## config.mk

```make
export PLATFORM = sky130hd
export DESIGN_NAME = word_rotate_multiply_hash
export DESIGN_NICKNAME = d
export VERILOG_FILES = /design/src/design/wrmh_pkg.sv /design/src/design/word_rotate_multiply_hash.sv /design/src/design/wrmh_ctrl.sv /design/src/design/wrmh_dp.sv
export SDC_FILE = /design/constraint.sdc
export NUM_CORES = 1
export LEC_CHECK = 0
export BUFFER_PORTS_ARGS = -buffer_cell sky130_fd_sc_hd__buf_2
export CAP_MARGIN = 20
export CORE_UTILIZATION = 40
export CTS_CLUSTER_SIZE = 30
export DETAILED_ROUTE_END_ITERATION = 10
export MAX_ROUTING_LAYER = met4
export PLACE_DENSITY_LB_ADDON = 0.25
export SETUP_SLACK_MARGIN = 0.02
export SLEW_MARGIN = 40
export SYNTH_ARGS = -nofsm -noshare
export SYNTH_HDL_FRONTEND = slang
export SYNTH_SLANG_ARGS = --single-unit
```

## constraint.sdc

```tcl
create_clock -name clk_i -period 9.9 [get_ports clk_i]
set_clock_uncertainty 0.05 [all_clocks]
set_input_delay 1.485 -clock clk_i [delete_from_list [all_inputs] [get_ports clk_i]]
set_output_delay 1.485 -clock clk_i [all_outputs]
set_load 0.02 [all_outputs]
```

## src/design/wrmh_pkg.sv

```systemverilog
// wrmh_pkg: shared constants, controller state type and the command/status
// structs that join the word_rotate_multiply_hash controller and datapath.
// No dependencies.
`timescale 1ns / 1ps
`default_nettype none

package wrmh_pkg;

  localparam int unsigned WordW = 32;
  localparam int unsigned CountW = 3;
  localparam int unsigned RemW = 2;
  localparam int unsigned IdxW = 2;

  localparam logic [WordW-1:0] HashPrime = 32'd2654435761;
  localparam int unsigned RotL = 13;
  localparam int unsigned RotR = 19;

  typedef enum logic [1:0] {
    ST_IDLE,
    ST_MUL,
    ST_ADD,
    ST_EMIT
  } state_e;

  // controller -> datapath
  typedef struct packed {
    logic load;   // input beat taken, latch item and start hash
    logic mul;    // register operand * prime
    logic add;    // hash = rotl(hash + product), advance byte
    logic emit;   // move hash into output register
  } cmd_t;

  // datapath -> controller
  typedef struct packed {
    logic rem_zero;  // no mixes left for this item
    logic last;      // latched last flag
    logic out_free;  // output register can take a new beat
  } sts_t;

endpackage

`default_nettype wire

```

## src/design/word_rotate_multiply_hash.sv

```systemverilog
// word_rotate_multiply_hash: top level of the streaming multiply-rotate hash.
// Depends on wrmh_pkg, wrmh_ctrl and wrmh_dp.
//
// Usage:
//  - Input channel (in_valid_i/in_ready_o) carries one beat per message word:
//    data_word_i (little-endian bytes), byte_count_i (0..4, 5..7 act as 4)
//    and last_i. Output channel (out_valid_o/out_ready_i) carries one beat,
//    hash_value_o, per message, on its last item.
//  - Each mix goes through one shared 32x32 multiplier: a multiply cycle
//    registers operand * prime, an add cycle adds and rotates left by 13.
//  - Per item: the idle step takes it, then each mix runs a multiply and an
//    add step (mixes = 1 for a full word, else byte_count), and a closing
//    check in the multiply state ends the mixes. A last item then moves the
//    hash into the output register in the emit step.
//  - in_ready_o is high only while the sequencer is idle; the next item is
//    taken while a finished hash still waits in the output register.
//  - Receiver stall: a new last item finishes its mixes and then waits in
//    the emit step until the output register frees up.
//  - cfg_we_i/cfg_wdata_i write the seed; it applies from the next message.
//    Reset clears the seed, the message state and the output valid flag.
`timescale 1ns / 1ps
`default_nettype none

module word_rotate_multiply_hash (
  input  wire logic                        clk_i,
  input  wire logic                        rst_ni,
  // seed register write
  input  wire logic                        cfg_we_i,
  input  wire logic [wrmh_pkg::WordW-1:0]  cfg_wdata_i,
  // input beats
  input  wire logic                        in_valid_i,
  output logic                             in_ready_o,
  input  wire logic [wrmh_pkg::WordW-1:0]  data_word_i,
  input  wire logic [wrmh_pkg::CountW-1:0] byte_count_i,
  input  wire logic                        last_i,
  // result beats
  output logic                             out_valid_o,
  input  wire logic                        out_ready_i,
  output logic [wrmh_pkg::WordW-1:0]       hash_value_o
);

  wrmh_pkg::cmd_t cmd;
  wrmh_pkg::sts_t sts;

  // sequencer: idle -> (multiply -> add-rotate)* -> emit on a last item, else back to idle
  wrmh_ctrl u_ctrl (
    .clk_i      (clk_i),
    .rst_ni     (rst_ni),
    .in_valid_i (in_valid_i),
    .in_ready_o (in_ready_o),
    .sts_i      (sts),
    .cmd_o      (cmd)
  );

  // seed, running hash, shared multiplier and output register
  wrmh_dp u_dp (
    .clk_i        (clk_i),
    .rst_ni       (rst_ni),
    .cfg_we_i     (cfg_we_i),
    .cfg_wdata_i  (cfg_wdata_i),
    .data_word_i  (data_word_i),
    .byte_count_i (byte_count_i),
    .last_i       (last_i),
    .out_ready_i  (out_ready_i),
    .out_valid_o  (out_valid_o),
    .hash_value_o (hash_value_o),
    .cmd_i        (cmd),
    .sts_o        (sts)
  );

endmodule

`default_nettype wire

```

## src/design/wrmh_ctrl.sv

```systemverilog
// wrmh_ctrl: sequencer for the multiply-rotate hash.
// Depends on wrmh_pkg (state_e, cmd_t, sts_t).
`timescale 1ns / 1ps
`default_nettype none

module wrmh_ctrl (
  input  wire logic          clk_i,
  input  wire logic          rst_ni,
  input  wire logic          in_valid_i,
  output logic               in_ready_o,
  input  wire wrmh_pkg::sts_t sts_i,
  output wrmh_pkg::cmd_t     cmd_o
);

  wrmh_pkg::state_e state_q, state_d;

  always_ff @(posedge clk_i or negedge rst_ni) begin
    if (!rst_ni) begin
      state_q <= wrmh_pkg::ST_IDLE;
    end else begin
      state_q <= state_d;
    end
  end

  // next state
  always_comb begin
    state_d = state_q;
    case (state_q)
      wrmh_pkg::ST_IDLE: begin
        if (in_valid_i) state_d = wrmh_pkg::ST_MUL;
      end
      wrmh_pkg::ST_MUL: begin
        if (!sts_i.rem_zero) begin
          state_d = wrmh_pkg::ST_ADD;
        end else if (sts_i.last) begin
          state_d = wrmh_pkg::ST_EMIT;
        end else begin
          state_d = wrmh_pkg::ST_IDLE;
        end
      end
      wrmh_pkg::ST_ADD: begin
        state_d = wrmh_pkg::ST_MUL;
      end
      wrmh_pkg::ST_EMIT: begin
        if (sts_i.out_free) state_d = wrmh_pkg::ST_IDLE;
      end
      default: begin
        state_d = wrmh_pkg::ST_IDLE;
      end
    endcase
  end

  // outputs
  always_comb begin
    cmd_o      = '0;
    in_ready_o = 1'b0;
    case (state_q)
      wrmh_pkg::ST_IDLE: begin
        in_ready_o = 1'b1;
        cmd_o.load = in_valid_i;
      end
      wrmh_pkg::ST_MUL: begin
        cmd_o.mul = !sts_i.rem_zero;
      end
      wrmh_pkg::ST_ADD: begin
        cmd_o.add = 1'b1;
      end
      wrmh_pkg::ST_EMIT: begin
        cmd_o.emit = sts_i.out_free;
      end
      default: begin
        cmd_o = '0;
      end
    endcase
  end

endmodule

`default_nettype wire

```

## src/design/wrmh_dp.sv

```systemverilog
// wrmh_dp: hash datapath - seed register, item latch, shared multiplier,
// add-rotate stage and output register.
// Depends on wrmh_pkg (constants, cmd_t, sts_t).
`timescale 1ns / 1ps
`default_nettype none

module wrmh_dp (
  input  wire logic                            clk_i,
  input  wire logic                            rst_ni,
  input  wire logic                            cfg_we_i,
  input  wire logic [wrmh_pkg::WordW-1:0]      cfg_wdata_i,
  input  wire logic [wrmh_pkg::WordW-1:0]      data_word_i,
  input  wire logic [wrmh_pkg::CountW-1:0]     byte_count_i,
  input  wire logic                            last_i,
  input  wire logic                            out_ready_i,
  output logic                                 out_valid_o,
  output logic [wrmh_pkg::WordW-1:0]           hash_value_o,
  input  wire wrmh_pkg::cmd_t                  cmd_i,
  output wrmh_pkg::sts_t                       sts_o
);

  logic [wrmh_pkg::WordW-1:0]  seed_q;
  logic [wrmh_pkg::WordW-1:0]  hash_q, hash_d;
  logic [wrmh_pkg::WordW-1:0]  word_q;
  logic [wrmh_pkg::WordW-1:0]  prod_q;
  logic [wrmh_pkg::WordW-1:0]  out_q;
  logic [wrmh_pkg::RemW-1:0]   rem_q;
  logic [wrmh_pkg::IdxW-1:0]   idx_q;
  logic                        full_q;
  logic                        last_q;
  logic                        in_msg_q;
  logic                        out_valid_q;

  logic [wrmh_pkg::WordW-1:0]  start_hash;
  logic [wrmh_pkg::WordW-1:0]  shifted;
  logic [wrmh_pkg::WordW-1:0]  byte_sext;
  logic [wrmh_pkg::WordW-1:0]  operand;
  logic [wrmh_pkg::WordW-1:0]  sum;
  logic                        full_in;

  assign start_hash = in_msg_q ? hash_q : seed_q + wrmh_pkg::HashPrime;
  assign full_in    = byte_count_i[wrmh_pkg::CountW-1];  // 4..7 is a full word

  assign shifted   = word_q >> {idx_q, 3'b000};
  assign byte_sext = {{(wrmh_pkg::WordW-8){shifted[7]}}, shifted[7:0]};
  assign operand   = full_q ? word_q : byte_sext;

  assign sum    = hash_q + prod_q;
  assign hash_d = (sum << wrmh_pkg::RotL) | (sum >> wrmh_pkg::RotR);

  always_ff @(posedge clk_i or negedge rst_ni) begin
    if (!rst_ni) begin
      seed_q      <= '0;
      rem_q       <= '0;
      idx_q       <= '0;
      full_q      <= 1'b0;
      last_q      <= 1'b0;
      in_msg_q    <= 1'b0;
      out_valid_q <= 1'b0;
    end else begin
      if (cfg_we_i) seed_q <= cfg_wdata_i;
      if (cmd_i.load) begin
        full_q   <= full_in;
        last_q   <= last_i;
        in_msg_q <= !last_i;
        idx_q    <= '0;
        rem_q    <= full_in ? wrmh_pkg::RemW'(1) : byte_count_i[wrmh_pkg::RemW-1:0];
      end else if (cmd_i.add) begin
        rem_q <= rem_q - wrmh_pkg::RemW'(1);
        idx_q <= idx_q + wrmh_pkg::IdxW'(1);
      end
      if (cmd_i.emit) begin
        out_valid_q <= 1'b1;
      end else if (out_ready_i) begin
        out_valid_q <= 1'b0;
      end
    end
  end

  // payload registers
  always_ff @(posedge clk_i) begin
    if (cmd_i.load) begin
      word_q <= data_word_i;
      hash_q <= start_hash;
    end else if (cmd_i.add) begin
      hash_q <= hash_d;
    end
    if (cmd_i.mul) prod_q <= operand * wrmh_pkg::HashPrime;
    if (cmd_i.emit) out_q <= hash_q;
  end

  assign out_valid_o     = out_valid_q;
  assign hash_value_o    = out_q;
  assign sts_o.rem_zero  = (rem_q == '0);
  assign sts_o.last      = last_q;
  assign sts_o.out_free  = !out_valid_q || out_ready_i;

`ifndef SYNTH
  a_cmd_excl: assert property (@(posedge clk_i) disable iff (!rst_ni)
    $countones({cmd_i.load, cmd_i.mul, cmd_i.add, cmd_i.emit}) <= 1)
    else $error("wrmh_dp: more than one command in a cycle");

  a_add_dec: assert property (@(posedge clk_i) disable iff (!rst_ni)
    cmd_i.add |=> rem_q == $past(rem_q) - wrmh_pkg::RemW'(1))
    else $error("wrmh_dp: remaining mix count did not step down");

  a_emit_done: assert property (@(posedge clk_i) disable iff (!rst_ni)
    cmd_i.emit |-> (rem_q == '0) && last_q)
    else $error("wrmh_dp: emit before the last item finished");

  a_mul_live: assert property (@(posedge clk_i) disable iff (!rst_ni)
    cmd_i.mul |-> rem_q != '0)
    else $error("wrmh_dp: multiply with no mixes left");
`endif

endmodule

`default_nettype wire

```

==> results of run 1 <==
## worst max path at each step
stage | from | to | slack [ns] | cells past startpoint
after floorplan | u_dp.idx_q[0] | u_dp.prod_q[30] | 2.21 | 26
after global placement | u_dp.idx_q[1] | u_dp.prod_q[31] | 1.80 | 25
after detailed placement | u_dp.idx_q[1] | u_dp.prod_q[31] | 1.58 | 25
after CTS | u_dp.idx_q[1] | u_dp.prod_q[31] | 1.58 | 25
after global routing | u_dp.idx_q[1] | u_dp.prod_q[31] | 1.08 | 25
final | u_dp.idx_q[1] | u_dp.prod_q[31] | 1.59 | 25
## cell usage in the layout, fill, tap and decap left out, drive strengths merged, types with 3 or more instances in the layout
cell type / n
inv: 362
ha: 220
fa: 205
edfxtp: 128
buf: 115
nand2: 97
xnor2: 77
a21oi: 76
o21ai: 52
nor2: 50
dfrtp: 42
mux2: 34
xor2: 31
a21o: 23
nand3: 22
clkbuf: 17
a211oi: 13
o21bai: 10
nand2b: 10
nor3: 10
nor2b: 9
a22oi: 8
a31oi: 8
mux2i: 7
o31ai: 6
nor3b: 6
and2: 5
and3: 5
clkinv: 5
a211o: 4
a221oi: 4
o211ai: 4
or3: 4
nand4: 3
a21boi: 3
## through the flow
step	hold WS [ns]	worst slack (ns)	instance area [um2]
2_1_floorplan	0.3807	2.210	17180
3_3_place_gp	0.4112	1.800	18350
3_5_place_dp	0.4199	1.582	18350
4_1_cts	0.4327	1.583	18930
5_1_grt	0.4420	1.083	18930
6_report	0.4279	1.591	18930
## routing by layer
metal,GRT usage,wire (um),vias to the layer above
li1,-,-,5429
met2,0.3594,20930,197
met3,0.03802,1324,57
met4,0.07733,1315,0
met1,0.2611,18930,5566
met5,-,0,-
## flip-flops by register name, indices dropped and copies added (netlist names)
| name | count |
|---|---|
| u_dp.full_q | 1 |
| u_dp.hash_q | 32 |
| u_dp.hash_value_o | 32 |
| u_dp.out_valid_o | 1 |
| u_dp.prod_q | 32 |
| u_dp.word_q | 32 |
| u_dp.seed_q | 32 |
| u_ctrl.state_q | 2 |
| u_dp.idx_q | 2 |
| u_dp.last_q | 1 |
| u_dp.rem_q | 2 |
| u_dp.in_msg_q | 1 |
## final cells by class
cell class	instances	area [um2]	share of cell area
multi-input cells	1037	10860	0.5739
clock inverters	15	146.4	0.007733
flip-flops and latches	170	4895	0.2586
well taps	539	674.4	0.03563
repair buffers	115	604.3	0.03193
inverters	352	1321	0.06980
clock buffers	17	425.4	0.02247
## worst reg2reg max path, cell delays in order, from the launching register on
cell and delay, ns:
dfrtp_1 0.72, nor2b_1 0.10, a211oi_1 0.38, a211o_1 0.42, nand2_1 0.51, fa_1 0.65, fa_1 0.42, fa_1 0.49
inv_1 0.05, fa_1 0.47, inv_1 0.05, fa_1 0.49, fa_1 0.50, fa_1 0.49, inv_1 0.05, fa_1 0.47
inv_1 0.04, ha_1 0.34, a21o_1 0.20, a21o_1 0.16, a21oi_1 0.17, o21bai_1 0.10, a21oi_1 0.21, o311ai_2 0.15
a41oi_1 0.26, xnor2_1 0.09
## logic make-up (layout without fill, tap and decap cells)
group           Yosys count  in the layout  synth area share
xor+xnor                109            109           0.05639
fa+ha+maj               425            425            0.3992
mux                      41             41           0.02637
compound gates          233            233           0.08859
buf+inv                 378            499           0.08319
simple gates            229            229           0.06127
flops                   170            170            0.2850
==> qor.yml, run 1 <==
detailed_routing:
  via_per_inst: 5.011
  ant_nets: 0
  first_iter_violations: 670
  drc_errors: 0
  dr_total_vias: 11249
  first_pass_iters: 5
  post_drt_wl_per_cell_um: 18.93
  routed_wl_um: 42510
cts:
  hold_buffers: 0
  cts_max_path_buffers: 2
  cts_resized: 0
  cts_root_buf: "clkbuf_16"
  tritoncts: "done"
  cts.sinks: 170
  cts_setup_buffers: 0
  numCtsBuffers: 17
  cts_max_level: 4
  path_clk_slew_ns: 0.07
  clk_latency_ns: 0.49
critical_path:
  reg2reg_to: "u_dp.prod_q[31]"
  crit_type: "flop to flop"
  max_stage_delay_ns: 0.72
  reg2reg_slack_ns: 1.59
  startpoint_type: "flop"
  cp_slowest_cell: "dfrtp_1"
  cpMostUsedCell: "fa_1"
  path_buf_inv: 4
  critPathCaptureType: "flop"
  r2r_start: "u_dp.idx_q[1]"
  r2r_cells: 25
  crit_arrival_ns: 8.49
  crit_path_max_fanout: 16
  cpLargestDelayFamily: "adder cells"
  crit_required_ns: 10.08
timing:
  finalCritPeriodShare: 0.8393
  rsz0062_at_grt: "no"
  hold_viol_final: 0
  period_minus_slack_ns: 8.309
  slew_headroom: 0.4951
  tightest_slew_ns: 0.7574
  drv_slew: 0
  finalSetupViolCount: 0
  fmax_ghz: 0.1204
  tns_ns: 0
place:
  io_buffers: 106
  gp_congestion: 0.9609
  hpwl_um: 35440
  post-place-cells: 2213
die:
  io_pins: 107
  floorplan.initialDensity: 0.4076
  die_area_um2: 43770
  fp.coreArea_um2: 42130
  dieWidth_um: 209.2
  placement_rows: 75
  die_h_um: 209.2
yosys:
  syn_nets: 2083
  syn_area_um2: 17180
  synth_area_per_cell_um2: 10.84
  yosysTopAreaCell: "fa_1"
  async_flop_share: 0.2471
  ys_top_cells_by_count: "inv_1 (351), ha_1 (220), fa_1 (205)"
  synth-edff-count: 128
  yosysTopAreaCellShare: 0.2389
  ys_seq_area_frac: 0.2850
  yosysWarnings: 0
  syn_inst: 1585
  yosys.cell_types.count: 71
  netlist_top_cells_area: "fa_1 (24%), edfxtp_1 (22%), ha_1 (16%)"
  yosys_most_used_dff: "edfxtp_1"
  ys_ff_latch: 170
  yosysMostFrequentCell: "inv_1"
cells_and_area:
  fillers: 3994
  nets: 2191
  final_util: 0.4493
  drive_gt1_frac: 0.1161
  diodes: 0
  fin_cells: 2245
  area_growth_pct: 10.21
grt:
  grt_remaining_overflow: 0
  grtUsageTotal: 0.2152
  antenna_found_initial: 0
  grt_pass1_wl_um: 67940
  grt_max_degree: 68
  grt_pass1_vias: 12389
outcome:
  status: "complete, no violations"
hold_path:
  hold_depth: 0
  min-delay-start: "u_dp.hash_q[28]"
  worstHoldEndpoint: "u_dp.hash_value_o[28]"
  hold_class: "flop to flop"
flow_run:
  drv_cap: 0
Power of run 1 is not shown: default switching activity piles up to over one toggle a cycle in this logic, so the estimate is an artifact.
==> inputs of run 2 (changes only) <==
==> constraint.sdc (replaced) <==
create_clock -name clk_i -period 6.91 [get_ports clk_i]
set_clock_uncertainty 0.05 [all_clocks]
set_input_delay 1.0365 -clock clk_i [delete_from_list [all_inputs] [get_ports clk_i]]
set_output_delay 1.0365 -clock clk_i [all_outputs]
set_load 0.02 [all_outputs]
==> run 2 against run 1 <==
Compared with the run above:
- the run now ends with setup timing left
- wire length rose by 3.9%
- die area unchanged
- final cell count grew 7.5%
- global-route usage grew 0.64 points
- non-clock buffer count grew 167
- critical path type unchanged
- largest cell class unchanged
==> qor.yml, run 2 (synthesis results as in run 1) <==
cts:
  path_clk_slew_ns: 0.08  # about the same
  clk_latency_ns: 0.48  # about the same
  tritoncts: "done"
  numCtsBuffers: 17  # unchanged
  cts.sinks: 170  # unchanged
  hold_buffers: 0  # unchanged
  cts_max_level: 4  # unchanged
  cts_root_buf: "clkbuf_16"
  cts_max_path_buffers: 2  # unchanged
cells_and_area:
  multi_input_area_um2: 11430  # +5.2%
  nets: 2358  # +7.6%
  drive_gt1_frac: 0.2440  # +0.1279
  area_growth_pct: 21.49
  final_cell_mix: "inv_1 (337), ha_1 (202), fa_1 (192)"
  regArea_um2: 4896  # about the same
  fillers: 3805  # -4.7%
  mostFrequentLayoutCell: "inv_1"
die:
  die_h_um: 209.2  # unchanged
  io_pins: 107  # unchanged
  die_area_um2: 43770  # unchanged
  fp.coreArea_um2: 42130  # unchanged
  dieWidth_um: 209.2  # unchanged
  floorplan.initialDensity: 0.4076  # unchanged
  placement_rows: 75  # unchanged
hold_path:
  hold_class: "flop to flop"
detailed_routing:
  routed_wl_um: 44180  # +3.9%
  via_per_inst: 4.992  # -0.38%
  ant_nets: 0  # unchanged
  first_pass_iters: 5  # unchanged
  dr_total_vias: 12045  # +7.1%
  post_drt_wl_per_cell_um: 18.31  # -3.3%
  first_iter_violations: 497  # -26%
  drc_errors: 0  # unchanged
timing:
  finalSetupViolCount: 6  # +6
  hold_viol_final: 0  # unchanged
  tightest_slew_ns: 0.7112  # -0.04615 ns
  fmax_ghz: 0.1419  # +18%
  setup_ws_ns: -0.1383  # -1.729 ns
  finalCritPeriodShare: 1.020  # +0.1807
  period_minus_slack_ns: 7.048  # -1.261 ns
  drv_slew: 0  # unchanged
  slew_headroom: 0.5252  # +0.03008
  rsz0062_at_grt: "yes"
critical_path:
  startpoint_type: "flop"
  crit_type: "flop to flop"
  crit_arrival_ns: 7.23  # -1.26 ns
  critPathCaptureType: "flop"
  crit_required_ns: 7.09  # -2.99 ns
  crit_path_max_fanout: 8  # -8
outcome:
  status: "finished with violations"
  violations: "setup timing"
place:
  place_ws_ns: -0.4492  # -2.031 ns
  io_buffers: 106  # unchanged
  hpwl_um: 37240  # +5.1%
  gp_congestion: 0.9355  # -2.6%
grt:
  grt_max_degree: 43  # -37%
  grt_pass1_wl_um: 70340  # +3.5%
  grtUsageTotal: 0.2216  # +0.006364
  grt_remaining_overflow: 0  # unchanged
  antenna_found_initial: 0  # unchanged
  grt_pass1_vias: 12976  # +4.7%
flow_run:
  drv_cap: 0  # unchanged
run 2: worst max-delay path, cell delays in order (launching register included):
cell and delay [ns]:
dfrtp_1 0.41, buf_12 0.16, a211oi_4 0.30, a211o_1 0.22, buf_12 0.17, nand2_8 0.08
fa_1 0.51, fa_1 0.54, inv_1 0.05, fa_1 0.48, inv_1 0.05, fa_1 0.43
ha_1 0.33, fa_1 0.50, fa_1 0.51, inv_1 0.05, fa_1 0.51, inv_2 0.05
ha_4 0.23, a21o_1 0.16, a21o_1 0.16, a21oi_2 0.14, o21bai_2 0.11, a21oi_2 0.20
o311ai_4 0.13, a41oi_2 0.17, xnor2_1 0.09
run 2: per-layer routing:
layer  global-route usage  wire length (um)  up-vias
met5                    -                 0        -
met2               0.3723             21990      227
met4              0.08697              1448        0
li1                     -                 -     5760
met1               0.2668             19150     5991
met3              0.03502              1583       67
run 2: metrics by stage:
stage / hold slack (ns) / instance area (um2) / TNS (ns) / utilization / cells
floorplan: 0.3807 / 17410 / 0 / - / 1585
global placement: 0.4205 / 19770 / -1.947 / 0.4692 / 2368
detailed placement: 0.4191 / 19770 / -2.993 / 0.4693 / 2368
CTS: 0.4367 / 20670 / -0.5467 / 0.4905 / 2412
global route: 0.4514 / 20860 / -2.311 / 0.4952 / 2412
finish: 0.4388 / 20870 / -0.4119 / 0.4952 / 2413
run 2: path summary, 6_finish.rpt:
kind	from	depth (start not counted)	endpoint	slack, ns
min in group asynchronous	rst_ni	1	u_dp.seed_q[28]	0.52
setup / recovery	u_dp.idx_q[1]	26	u_dp.prod_q[31]	-0.14
setup reg to reg	u_dp.idx_q[1]	26	u_dp.prod_q[31]	-0.14
max in group asynchronous	rst_ni	1	u_dp.idx_q[0]	5.81
hold reg to reg	u_dp.hash_q[14]	0	u_dp.hash_value_o[14]	0.44
hold / removal	u_dp.hash_q[14]	0	u_dp.hash_value_o[14]	0.44
run 2: timing repair:
| item | CTS | global route |
|---|---|---|
| gates resized for setup | 47 | 42 |
| setup endpoints to repair | 10 | 13 |
| pin swaps | 34 | 24 |
| buffers inserted | 12 | 1 |
run 2: area by class of cell:
class	instances	area share
Timing Repair Buffer	282	0.09342
Clock buffer	20	0.02243
Multi-Input combinational cell	1037	0.5476
Inverter	352	0.06368
Clock inverter	12	0.005756
Antenna cell	1	0.0001199
Tap cell	539	0.03232
Sequential cell	170	0.2346
Power of run 2 is left out for the same reason.
==> inputs of run 3 (changes only) <==
--- a/config.mk
+++ b/config.mk
@@ -12,6 +12,7 @@
 export DETAILED_ROUTE_END_ITERATION = 10
 export MAX_ROUTING_LAYER = met4
 export PLACE_DENSITY_LB_ADDON = 0.25
+export RECOVER_POWER = 50
 export SETUP_SLACK_MARGIN = 0.02
 export SLEW_MARGIN = 40
 export SYNTH_ARGS = -nofsm -noshare
==> constraint.sdc (replaced) <==
create_clock -name clk_i -period 6.91 [get_ports clk_i]
set_clock_uncertainty 0.05 [all_clocks]
set_input_delay 0.691 -clock clk_i [delete_from_list [all_inputs] [get_ports clk_i]]
set_output_delay 0.691 -clock clk_i [all_outputs]
set_load 0.02 [all_outputs]
==> run 3 against run 2 <==
Compared with the run above:
- the run ends with capacitance limit, slew limit, setup timing left
- critical path depth did not move
- utilization is 0.051 points lower
- register-to-register slack about the same
- count of clock-buffer cells in the layout unchanged
- via count barely moved
- cell area decreased by 0.10%
- global-route usage unchanged
- worst hold slack got worse by 0.094 ns
- critical path type unchanged
- critical endpoint unchanged
- largest cell class unchanged
==> qor.yml, run 3 (synthesis results as in run 1) <==
outcome:
  status: "finished with violations"
  violations: "capacitance limit, slew limit, setup timing"
critical_path:
  reg2reg_to: "u_dp.prod_q[31]"
  startpoint_type: "flop"
  r2r_start: "u_dp.idx_q[1]"
  crit_arrival_ns: 7.23  # about the same
  cpMostUsedCell: "fa_1"
  crit_path_max_fanout: 8  # unchanged
  cp_slowest_cell: "fa_1"
  crit_required_ns: 7.09  # about the same
  max_stage_delay_ns: 0.51  # -0.03 ns
  reg2reg_slack_ns: -0.13  # about the same
  critPathCaptureType: "flop"
  r2r_cells: 26  # unchanged
  crit_type: "flop to flop"
cts:
  path_clk_slew_ns: 0.08  # about the same
  cts.sinks: 170  # unchanged
  clk_latency_ns: 0.47  # about the same
  cts_max_level: 4  # unchanged
  tritoncts: "done"
  hold_buffers: 0  # unchanged
  cts_root_buf: "clkbuf_16"
  cts_max_path_buffers: 2  # unchanged
  numCtsBuffers: 17  # unchanged
grt:
  grt_pass1_wl_um: 70340  # unchanged
  grt_remaining_overflow: 0  # unchanged
  antenna_found_initial: 0  # unchanged
  grtUsageTotal: 0.2216  # unchanged
  grt_max_degree: 43  # unchanged
  grt_pass1_vias: 12976  # unchanged
timing:
  rsz0062_at_grt: "yes"
  tns_ns: -0.3899  # +0.02204 ns
  tightest_slew_ns: 2.654  # +1.943 ns
  fmax_ghz: 0.1420  # about the same
  hold_viol_final: 0  # unchanged
  finalSetupViolCount: 6  # unchanged
  period_minus_slack_ns: 7.044  # -0.004133 ns
  setup_ws_ns: -0.1342  # +0.004133 ns
  drv_slew: 183  # +183
  whs_ns: 0.3447  # -0.09412 ns
  slew_headroom: -0.7696  # -1.295
  finalCritPeriodShare: 1.019  # about the same
die:
  placement_rows: 75  # unchanged
  die_h_um: 209.2  # unchanged
  die_area_um2: 43770  # unchanged
  floorplan.initialDensity: 0.4076  # unchanged
  io_pins: 107  # unchanged
  fp.coreArea_um2: 42130  # unchanged
  dieWidth_um: 209.2  # unchanged
detailed_routing:
  first_iter_violations: 509  # +2.4%
  via_per_inst: 4.990  # about the same
  dr_total_vias: 12041  # -0.033%
  drc_errors: 0  # unchanged
  ant_nets: 0  # unchanged
  routed_wl_um: 44170  # about the same
  first_pass_iters: 5  # unchanged
  post_drt_wl_per_cell_um: 18.30  # about the same
cells_and_area:
  area_growth_pct: 21.37
  mostFrequentLayoutCell: "inv_1"
  drive_gt1_frac: 0.2408  # -0.003203
  nets: 2358  # unchanged
  final_cell_mix: "inv_1 (337), ha_1 (202), fa_1 (192)"
hold_path:
  min-delay-start: "data_word_i[30]"
  worstHoldEndpoint: "u_dp.word_q[30]"
  hold_depth: 1  # +1
  hold_class: "input pin to flop"
place:
  io_buffers: 106  # unchanged
  hpwl_um: 37240  # unchanged
  gp_congestion: 0.9355  # unchanged
flow_run:
  drv_cap: 5  # +5
-- run 3: cell types whose count changed in the layout (fill, tap and decap cells not counted), sizes merged --
cell	change
buf	-5
clkbuf	+5
-- run 3: worst max path at each step --
stage                        from               to  slack (ns)  cells after the start
finish              u_dp.idx_q[1]  u_dp.prod_q[31]       -0.13                     26
global route        u_dp.idx_q[1]  u_dp.prod_q[31]       -0.38                     26
CTS                 u_dp.idx_q[1]  u_dp.prod_q[31]       -0.15                     27
detailed placement  u_dp.idx_q[1]  u_dp.prod_q[30]       -0.45                     27
global placement    u_dp.idx_q[1]  u_dp.prod_q[30]       -0.31                     26
floorplan           u_dp.idx_q[1]  u_dp.prod_q[31]        0.01                     26
-- run 3: worst max-delay path, delay by kind of cell (launching register included) --
kind | cells | cell delay, ns
AOI/OAI and AO/OA | 8 | 1.45
xor gates and xnor gates | 1 | 0.09
adders and majority gates | 9 | 3.98
buffers and inverters | 6 | 0.53
DFF | 1 | 0.41
muxes | 1 | 0.19
and+or+nand+nor | 1 | 0.11
-- run 3: layer usage --
layer | GRT usage | share of wire | wire [um]
met5 | - | 0 | 0
met4 | 0.08697 | 0.032 | 1415
met3 | 0.03502 | 0.039 | 1726
met2 | 0.3723 | 0.50 | 21970
met1 | 0.2668 | 0.43 | 19060
-- run 3: per-stage QoR --
stage               instances  setup slack [ns]  utilization  cell area [um2]
finish                   2413           -0.1342       0.4947            20850
global route             2412           -0.3784       0.4947            20840
CTS                      2412           -0.1485       0.4905            20670
detailed placement       2368           -0.4492       0.4693            19770
global placement         2368           -0.3089       0.4692            19770
floorplan                1585           0.01348            -            17410
-- run 3: repair_timing --
action	CTS	global route
setup buffers	12	1
hold endpoints to repair	0	0
pin swaps	34	24
setup endpoints to repair	10	13
resized for setup	47	42
-- run 3: cell type report --
| class | count | area (um2) |
|---|---|---|
| inverters | 352 | 1329 |
| flip-flops and latches | 170 | 4896 |
| clock buffers | 20 | 467.9 |
| repair buffers | 282 | 1933 |
| multi-input cells | 1037 | 11420 |
| clock inverters | 12 | 120.1 |
| fillers | 3809 | 21290 |
| diodes | 1 | 2.502 |
| well taps | 539 | 674.4 |
Power of run 3 is left out for the same reason.
